### config.mk
export PLATFORM = sky130hd
export DESIGN_NAME = fixed_partition_allocator_top
export DESIGN_NICKNAME = d
export VERILOG_FILES = /design/src/fpa_pkg.sv /design/src/fixed_partition_allocator_top.sv /design/src/fpa_table.sv
export VERILOG_INCLUDE_DIRS = /design/src /design/src/src
export SDC_FILE = /design/constraint.sdc
export NUM_CORES = 1
export LEC_CHECK = 0
export ABC_AREA = 1
export BUFFER_PORTS_ARGS = -buffer_cell sky130_fd_sc_hd__buf_2
export CORE_MARGIN = 5
export CORE_UTILIZATION = 50
export CTS_CLUSTER_SIZE = 30
export DETAILED_ROUTE_END_ITERATION = 8
export PLACE_DENSITY = 0.68
export SLEW_MARGIN = 0
export SYNTH_ARGS = -nofsm -noshare
export SYNTH_HDL_FRONTEND = slang
export SYNTH_SLANG_ARGS = --single-unit
### constraint.sdc
create_clock -name aclk -period 3.8 [get_ports aclk]
set_input_delay 0.38 -clock aclk [delete_from_list [all_inputs] [get_ports aclk]]
set_output_delay 0.38 -clock aclk [all_outputs]
set_load 0.02 [all_outputs]
### src/fixed_partition_allocator_top_macros.svh
// Assertion macros shared by the fixed partition allocator RTL.
`ifndef FIXED_PARTITION_ALLOCATOR_TOP_MACROS_SVH
`define FIXED_PARTITION_ALLOCATOR_TOP_MACROS_SVH

`ifndef SYNTH

// Same-cycle implication, disabled while reset is low.
`define FPA_ASSERT_IMP(lbl, clk, rstn, ante, cons) \
    lbl: assert property (@(posedge clk) disable iff (!(rstn)) (ante) |-> (cons)) \
        else $error("assertion failed");

// Next-cycle implication, disabled while reset is low.
`define FPA_ASSERT_NXT(lbl, clk, rstn, ante, cons) \
    lbl: assert property (@(posedge clk) disable iff (!(rstn)) (ante) |=> (cons)) \
        else $error("assertion failed");

`else

`define FPA_ASSERT_IMP(lbl, clk, rstn, ante, cons)
`define FPA_ASSERT_NXT(lbl, clk, rstn, ante, cons)

`endif

`endif

### src/fpa_pkg.sv
// Package with types, constants and helper functions of the partition allocator.
`default_nettype none

package fpa_pkg;

    localparam int MEMORY_BYTES_DEF = 1024;
    localparam int MAX_PARTS        = 16;
    localparam int IDX_W            = 4;
    localparam int ADDR_W           = 9;
    localparam int SIZE_W           = 10;
    localparam int REQ_W            = 11;
    localparam int ID_W             = 8;
    localparam int POW_W            = 17;

    localparam logic ACT_ALLOC = 1'b0;
    localparam logic ACT_FREE  = 1'b1;

    typedef struct packed {
        logic              action;
        logic [ID_W-1:0]   proc_id;
        logic [REQ_W-1:0]  req_size;
    } req_t;

    typedef struct packed {
        logic              ok;
        logic [IDX_W-1:0]  part_index;
        logic [ADDR_W-1:0] start_addr;
        logic [SIZE_W-1:0] part_size;
    } rsp_t;

    // Number of partitions 2^i that fit below the memory size, capped.
    function automatic int part_count(input int mem_bytes);
        longint sz;
        int     n;
        sz = 1;
        n  = 0;
        for (int i = 0; i < MAX_PARTS; i++) begin
            if (sz < longint'(mem_bytes)) begin
                n  = n + 1;
                sz = sz * 2;
            end
        end
        return n;
    endfunction

    function automatic logic [POW_W-1:0] part_pow(input logic [IDX_W-1:0] idx);
        return POW_W'(1) << idx;
    endfunction

    function automatic logic [ADDR_W-1:0] part_addr(input logic [IDX_W-1:0] idx);
        logic [POW_W-1:0] pow;
        pow = part_pow(idx) - POW_W'(1);
        return pow[ADDR_W-1:0];
    endfunction

    function automatic logic [SIZE_W-1:0] part_bytes(input logic [IDX_W-1:0] idx);
        logic [POW_W-1:0] pow;
        pow = part_pow(idx);
        return pow[SIZE_W-1:0];
    endfunction

endpackage

`default_nettype wire

### src/fixed_partition_allocator_top.sv
// Top level of the fixed partition allocator: request register, table, result register.
`default_nettype none
`include "fixed_partition_allocator_top_macros.svh"

// Fixed partition allocator. Memory is split into partitions of 2^i bytes
// starting at address 2^i - 1 (ten of them, 1 to 512 bytes, for 1024 bytes
// of memory). An allocate request (action 0) takes the lowest free partition
// at least as large as req_size, which is also the best fit; a free request
// (action 1) releases the lowest allocated partition owned by proc_id. Every
// request yields exactly one result; on failure ok is 0 and all other result
// fields are 0. Throughput is one request per cycle sustained while results
// are drained; a request passes through the request register and then the
// result register. The combinational compare and priority pick of the
// partition table, with its flag update committed as the result registers,
// set that rate. s_ready stays high while the result register is empty or
// being drained, so a request can enter while a result waits.

module fixed_partition_allocator_top #(
    parameter int MEMORY_BYTES = fpa_pkg::MEMORY_BYTES_DEF
) (
    input  wire logic          aclk,
    input  wire logic          aresetn,
    input  wire logic          s_valid,
    output logic               s_ready,
    input  wire fpa_pkg::req_t s_payload,
    output logic               m_valid,
    input  wire logic          m_ready,
    output fpa_pkg::rsp_t      m_payload
);
    import fpa_pkg::*;

    localparam int NUM_PARTS = part_count(MEMORY_BYTES);

    logic  req_valid_reg;
    req_t  req_reg;
    logic  rsp_valid_reg;
    rsp_t  rsp_reg;
    rsp_t  rsp_next;
    logic  advance;

    // Move the held request into the result register when that slot frees up.
    assign advance = req_valid_reg && (!rsp_valid_reg || m_ready);
    // Take a new request whenever the request register empties this cycle.
    assign s_ready = !req_valid_reg || advance;

    always_ff @(posedge aclk) begin
        if (!aresetn) begin
            req_valid_reg <= 1'b0;
        end else if (s_ready) begin
            req_valid_reg <= s_valid;
        end
    end

    // Capture payload on acceptance; hold otherwise.
    always_ff @(posedge aclk) begin
        if (s_valid && s_ready) begin
            req_reg <= s_payload;
        end
    end

    // Table state commits in the same cycle the result is registered.
    fpa_table #(
        .NUM_PARTS(NUM_PARTS)
    ) u_table (
        .aclk    (aclk),
        .aresetn (aresetn),
        .req     (req_reg),
        .commit  (advance),
        .rsp     (rsp_next)
    );

    always_ff @(posedge aclk) begin
        if (!aresetn) begin
            rsp_valid_reg <= 1'b0;
        end else if (advance) begin
            rsp_valid_reg <= 1'b1;
        end else if (m_ready) begin
            rsp_valid_reg <= 1'b0;
        end
    end

    always_ff @(posedge aclk) begin
        if (advance) begin
            rsp_reg <= rsp_next;
        end
    end

    assign m_valid   = rsp_valid_reg;
    assign m_payload = rsp_reg;

    `FPA_ASSERT_IMP(a_fail_zero, aclk, aresetn, rsp_valid_reg && !rsp_reg.ok, rsp_reg.part_index == '0 && rsp_reg.start_addr == '0 && rsp_reg.part_size == '0)
    `FPA_ASSERT_NXT(a_req_held, aclk, aresetn, req_valid_reg && !advance, req_valid_reg && $stable(req_reg))
    `FPA_ASSERT_IMP(a_ready_only_when_full, aclk, aresetn, !s_ready, req_valid_reg && rsp_valid_reg && !m_ready)

endmodule

`default_nettype wire

### src/fpa_table.sv
// Partition table: allocated flags, owner ids, priority pick and update.
`default_nettype none
`include "fixed_partition_allocator_top_macros.svh"

module fpa_table #(
    parameter int NUM_PARTS = 10
) (
    input  wire logic         aclk,
    input  wire logic         aresetn,
    input  wire fpa_pkg::req_t req,
    input  wire logic         commit,
    output fpa_pkg::rsp_t     rsp
);
    import fpa_pkg::*;

    logic [NUM_PARTS-1:0] alloc_flags_reg;
    logic [NUM_PARTS-1:0] alloc_flags_next;
    logic [ID_W-1:0]      owner_ids_reg [NUM_PARTS];
    logic [NUM_PARTS-1:0] cand;
    logic [NUM_PARTS-1:0] sel;
    logic                 found;
    logic [IDX_W-1:0]     pick_idx;

    // Candidate entries for either request kind.
    always_comb begin
        for (int i = 0; i < NUM_PARTS; i++) begin
            if (req.action == ACT_FREE) begin
                cand[i] = alloc_flags_reg[i] && (owner_ids_reg[i] == req.proc_id);
            end else begin
                cand[i] = !alloc_flags_reg[i] &&
                          ((POW_W'(1) << i) >= {{(POW_W-REQ_W){1'b0}}, req.req_size});
            end
        end
    end

    // Lowest index wins.
    always_comb begin
        found    = 1'b0;
        pick_idx = '0;
        sel      = '0;
        for (int i = 0; i < NUM_PARTS; i++) begin
            if (cand[i] && !found) begin
                found    = 1'b1;
                pick_idx = IDX_W'(i);
                sel[i]   = 1'b1;
            end
        end
    end

    always_comb begin
        rsp.ok         = found;
        rsp.part_index = found ? pick_idx : '0;
        rsp.start_addr = found ? part_addr(pick_idx) : '0;
        rsp.part_size  = found ? part_bytes(pick_idx) : '0;
    end

    always_comb begin
        alloc_flags_next = alloc_flags_reg;
        if (commit) begin
            for (int i = 0; i < NUM_PARTS; i++) begin
                if (sel[i]) begin
                    alloc_flags_next[i] = (req.action == ACT_ALLOC);
                end
            end
        end
    end

    always_ff @(posedge aclk) begin
        if (!aresetn) begin
            alloc_flags_reg <= '0;
        end else begin
            alloc_flags_reg <= alloc_flags_next;
        end
    end

    // Owner ids only matter while allocated, so they need no reset.
    always_ff @(posedge aclk) begin
        for (int i = 0; i < NUM_PARTS; i++) begin
            if (commit && sel[i] && req.action == ACT_ALLOC) begin
                owner_ids_reg[i] <= req.proc_id;
            end
        end
    end

    `FPA_ASSERT_NXT(a_alloc_grows, aclk, aresetn, commit && found && req.action == ACT_ALLOC, $countones(alloc_flags_reg) == $past($countones(alloc_flags_reg)) + 1)
    `FPA_ASSERT_NXT(a_free_shrinks, aclk, aresetn, commit && found && req.action == ACT_FREE, $countones(alloc_flags_reg) + 1 == $past($countones(alloc_flags_reg)))
    `FPA_ASSERT_NXT(a_fail_holds, aclk, aresetn, !(commit && found), $stable(alloc_flags_reg))

endmodule

`default_nettype wire
==> results of run 1 <==
-- final timing paths --
check                                                start                    endpoint  slack [ns]  cells past startpoint
worst max-delay path                           req_reg[12]               m_payload[16]        0.38                     21
worst min-delay path                          s_payload[8]                  req_reg[8]        0.14                      1
worst max register to register                 req_reg[12]               m_payload[16]        0.38                     21
worst min register to register  u_table.alloc_flags_reg[8]  u_table.alloc_flags_reg[8]        0.47                      2
-- cells by family (layout without fill, tap and decap cells) --
kind of cell	Yosys count	after routing	share of synthesized area, %
AOI/OAI and AO/OA	76	76	8.03
xor gates and xnor gates	25	25	3.50
adders and majority gates	1	1	0.200
buffers and inverters	90	171	7.08
DFF	135	135	62.9
and+or+nand+nor	236	236	18.3
-- power groups by stage --
stage / registers, mW / logic [mW] / clock network [mW]
6_report: 1.68 / 0.201 / 1.56
5_1_grt: 1.69 / 0.222 / 1.64
4_1_cts: 1.68 / 0.195 / 1.57
3_3_place_gp: 1.71 / 0.190 / 0
2_1_floorplan: 1.72 / 0.124 / 0
3_5_place_dp: 1.72 / 0.194 / 0
-- through the flow --
step                setup slack (ns)  instances
detailed placement             0.333        777
finish                         0.378        812
global placement               0.416        777
global route                 0.00172        812
CTS                            0.313        809
floorplan                      0.969        563
-- worst max-delay path: stages, from the launching register on --
cell      delay, ns
edfxtp_1       0.68
inv_4          0.28
nand2_1        0.07
nand2_1        0.07
nor2_1         0.04
nand3_1        0.19
nor2_1         0.08
nor2_1         0.13
nand3_2        0.12
nor2_4         0.15
nand4_4        0.13
nor3_4         0.24
nor2_2         0.12
nand3_1        0.10
ha_1           0.16
nand2_1        0.07
nor2_1         0.12
inv_2          0.06
nor2_1         0.13
a21oi_1        0.08
o21ai_1        0.09
inv_1          0.05
-- synthesized netlist by cell type, drive strengths merged (2+ instances only) --
cell	n	area [um^2]
a211oi	3	22.5
a21oi	31	174
a22o	2	17.5
buf	16	158
dfxtp	12	240
edfxtp	123	3690
inv	73	282
nand2	98	373
nand3	32	195
nand4	7	71.3
nor2	85	397
nor3	8	67.6
o21ai	22	121
o21bai	2	26.3
o22ai	11	75.1
or2	3	18.8
xnor2	17	149
xor2	8	70.1
-- cell type report --
cell class | count | area share (%)
clock buffers | 18 | 5.92
clock inverters | 14 | 1.85
inverters | 73 | 3.88
multi-input cells | 338 | 25.9
flip-flops and latches | 135 | 54.3
well taps | 168 | 2.90
repair buffers | 66 | 5.32
-- routing by layer --
| metal | global-route usage [%] | wire length [um] | vias to the layer above |
|---|---|---|---|
| met2 | 32.6 | 7020 | 148 |
| met5 | 0 | 0 | - |
| met3 | 4.22 | 806 | 25 |
| met4 | 8.26 | 252 | 0 |
| met1 | 25.8 | 5910 | 2058 |
| li1 | - | - | 2041 |
==> flow_summary.toml, run 1 <==
[status]
outcome = "finished, final reports clean"

[worst_setup_path]
cp.required_ns = 3.97
cp-end-kind = "flip-flop"
crit_type = "flip-flop to flip-flop"
critPathLaunchType = "flip-flop"
cp.arrival_ns = 3.59
critPathMaxFanout = 17

[place]
numPortBuffers = 49
place_hpwl_um = 10000
place.gp.congestion = 0.866
placed_area_um2 = 6650

[sta]
fin_crit_sh_pct = 90.0
fmax_mhz = 292
finalHoldViolCount = 0
fin_hold_ws_ns = 0.141
slew_viol_final = 0
setup_tns_ns = 0
finalSetupViolCount = 0
period_needed_ns = 3.42
worst_pin_slew_ns = 0.857
slew_headroom_pct = 42.7
rsz0062_at_grt = "false"
finClkSkew_ns = 0.00736

[layout]
mostFrequentLayoutCell = "edfxtp_1"
multi_input_area_um2 = 1880
final_area_um2 = 7250
mostFrequentLayoutCells = "edfxtp_1, nand2_1, nor2_1"
regArea_um2 = 3930
largest_reg_flops = 80
drive_above_1_share_pct = 23.6
nFillCells = 963
final_nets = 656
diodes = 0
final_util_pct = 59.9
area_growth_pct = 15.9

[synth]
synth_ff_type = "edfxtp_1"
syn_inst = 563
avgSynthCellArea_um2 = 11.1
synth_nets = 588
ys_ff_latch = 135
ys_seq_area_share_pct = 62.9
synth_enable_flop_cells = 123
async_reset_ff_share_pct = 0
ys_warn_count = 0
netlist_area_um2 = 6250
synth.distinct_cells = 46

[min_path]
hold_path.class = "primary input to flip-flop"

[clock_tree]
cts_hold_buffers = 0
worst_skew_pair.late_latency_ns = 0.42
cts_tree = "done"
cts_buffer_depth = 2
numCtsBuffers = 17
cts_resized = 0
cts-htree-levels = 4
clock-root-buffer = "clkbuf_16"
cts.sinks = 135
clk_pin_slew_ns = 0.06
post_cts_buffers = 0

[power_and_ir_drop]
switchingPower_uw = 764
p_comb_share_pct = 5.8
p_clk_share_pct = 45.3
power.internal_mw = 2.68
swShare_pct = 22.2
max-vdd-ir-drop_mv = 0.309
p_total_mw = 3.44
cellPowerDensity_nw_per_um2 = 475
leakage_nw = 2.83
p_seq_share_pct = 48.9

[grt]
grt_max_degree = 22
track_usage_pct = 19.9
grt_pass1_wl_um = 22000
antenna_found_initial = 0
gr-total-overflow = 0
first_global_vias = 4205

[floorplanning]
ios = 50
initial_core_util_pct = 51.6
core_um2 = 12100
die_area_um2 = 14800
rows = 40
die_h_um = 122
die_x_um = 122

[detailed_routing]
final_antenna_net_count = 0
drt_iter0_drc = 287
firstDrtPassIters = 5
vias_per_cell = 5.26
vias = 4272
drcViolationCount = 0
wire_per_inst_um = 17.2
drt_wl_total_um = 14000

[run]
max_cap_violations = 0
Power figures use the tool's default switching activity.
==> inputs of run 2 (changes only) <==
- SETUP_SLACK_MARGIN: unset -> 0.5
==> run 2 against run 1 <==
Worst setup slack better by 0.30 ns. Non-clock buffer count grew 18. Combinational power grew 19%. Cell count rose by 2.2%. Clock power about the same. Register-to-register slack improved by 0.30 ns. Worst hold slack lost 0.0071 ns. Global-route usage rose by 0.22 points. Critical path type unchanged.
==> flow_summary.toml, run 2 (synthesis gave the netlist of run 1 again) <==
[run]
max_cap_violations = 0

[power_and_ir_drop]
max-vdd-ir-drop_mv = 0.307
leakage_nw = 2.94
switchingPower_uw = 775
p_total_mw = 3.47
p_comb_share_pct = 6.9
p_clk_share_pct = 44.9
p_seq_share_pct = 48.1
cellPowerDensity_nw_per_um2 = 464
swShare_pct = 22.3
power.internal_mw = 2.70

[place]
placed_area_um2 = 6650
numPortBuffers = 49
place_inst = 777
place_ws_ns = 0.333
place_hpwl_um = 10000
place.gp.congestion = 0.866

[sta]
finalSetupViolCount = 0
rsz0062_at_grt = "false"
finalHoldViolCount = 0
slew_headroom_pct = 43.1
finClkSkew_ns = 0.00777
setup_slack_ns = 0.681
fin_hold_ws_ns = 0.133
period_needed_ns = 3.12
fin_crit_sh_pct = 82.1
setup_tns_ns = 0
slew_viol_final = 0
fmax_mhz = 321
worst_pin_slew_ns = 0.850

[layout]
mostFrequentLayoutCell = "edfxtp_1"
area_growth_pct = 19.6
final_cells = 830
largest_reg_flops = 80
nFillCells = 944
mostFrequentLayoutCells = "edfxtp_1, nand2_1, nor2_1"
drive_above_1_share_pct = 27.3
diodes = 0
final_nets = 674
final_util_pct = 61.7
final_area_um2 = 7480

[detailed_routing]
wire_per_inst_um = 17.3
final_antenna_net_count = 0
vias = 4360
drt_wl_total_um = 14400
drcViolationCount = 0
drt_iter0_drc = 257
vias_per_cell = 5.25
firstDrtPassIters = 6

[floorplanning]
rows = 40
initial_core_util_pct = 51.6
die_area_um2 = 14800
ios = 50
core_um2 = 12100
die_h_um = 122
die_x_um = 122

[clock_tree]
worst_skew_pair.late_latency_ns = 0.42
clk_pin_slew_ns = 0.06
cts.sinks = 135
cts-htree-levels = 4
cts_buffer_depth = 2
clock-root-buffer = "clkbuf_16"
cts_tree = "done"
numCtsBuffers = 17

[worst_setup_path]
max_stage_delay_ns = 0.52
r2r_slack_ns = 0.68
cp_common_cell = "nor2_2"
critPathLaunchType = "flip-flop"
cp.required_ns = 3.97
crit_chain = "buf_6, buf_4, nand2_1, nand2_1, nor2_1, nand3_2, nor2_1, nor2_2, nand3_2, nor2_4, nand4_4, nor2_4, inv_2, nand2_2, nor2_2, nand3_2, ha_4, nand2_2, nor2_2, inv_2, nor2_2, a21oi_1, o21ai_1, inv_1"
cpMaxStageDelayCell = "edfxtp_1"
crit_family = "simple AND/OR/NAND/NOR gates"
cp.arrival_ns = 3.29
crit_type = "flip-flop to flip-flop"
critPathBufInv = 5
critPathMaxFanout = 4
cp-end-kind = "flip-flop"

[grt]
first_global_vias = 4247
grt_max_degree = 22
gr-total-overflow = 0
antenna_found_initial = 0
track_usage_pct = 20.1
grt_pass1_wl_um = 22200

[status]
outcome = "finished, final reports clean"

[min_path]
hold_path.class = "primary input to flip-flop"
run 2: final cells by class:
type / count / area, um^2 / area share (%)
flip-flops and latches: 135 / 3930 / 52.6
multi-input cells: 338 / 1930 / 25.8
repair buffers: 84 / 549 / 7.34
clock buffers: 18 / 429 / 5.74
inverters: 73 / 294 / 3.93
well taps: 168 / 210 / 2.81
clock inverters: 14 / 134 / 1.79
run 2: final timing paths:
| kind | cells past startpoint | from | end |
|---|---|---|---|
| max | 24 | req_reg[12] | m_payload[16] |
| min | 1 | s_payload[18] | req_reg[18] |
| max reg2reg | 24 | req_reg[12] | m_payload[16] |
| min reg2reg | 2 | u_table.alloc_flags_reg[8] | u_table.alloc_flags_reg[8] |
run 2: timing repair:
| action | CTS | global route |
|---|---|---|
| pin swaps | 0 | 10 |
| resized for setup | 0 | 20 |
| hold buffers | 0 | 0 |
| endpoints found under the setup margin | 3 | 3 |
| hold endpoints to repair | 0 | 0 |
| buffers inserted | 7 | 14 |
run 2: layer usage:
layer | part of all wire (%) | GRT usage [%] | vias to the layer above
li1 | - | - | 2079
met1 | 42 | 26.0 | 2074
met2 | 49 | 32.7 | 170
met3 | 6.1 | 4.27 | 37
met4 | 2.3 | 9.10 | 0
met5 | 0 | 0 | -
run 2: power groups by stage:
stage	Combinational, mW	Clock (mW)	Sequential, mW
after global routing	0.262	1.65	1.67
after CTS	0.207	1.57	1.68
final	0.240	1.56	1.67
after detailed placement	0.194	0	1.72
after floorplan	0.124	0	1.72
after global placement	0.190	0	1.71
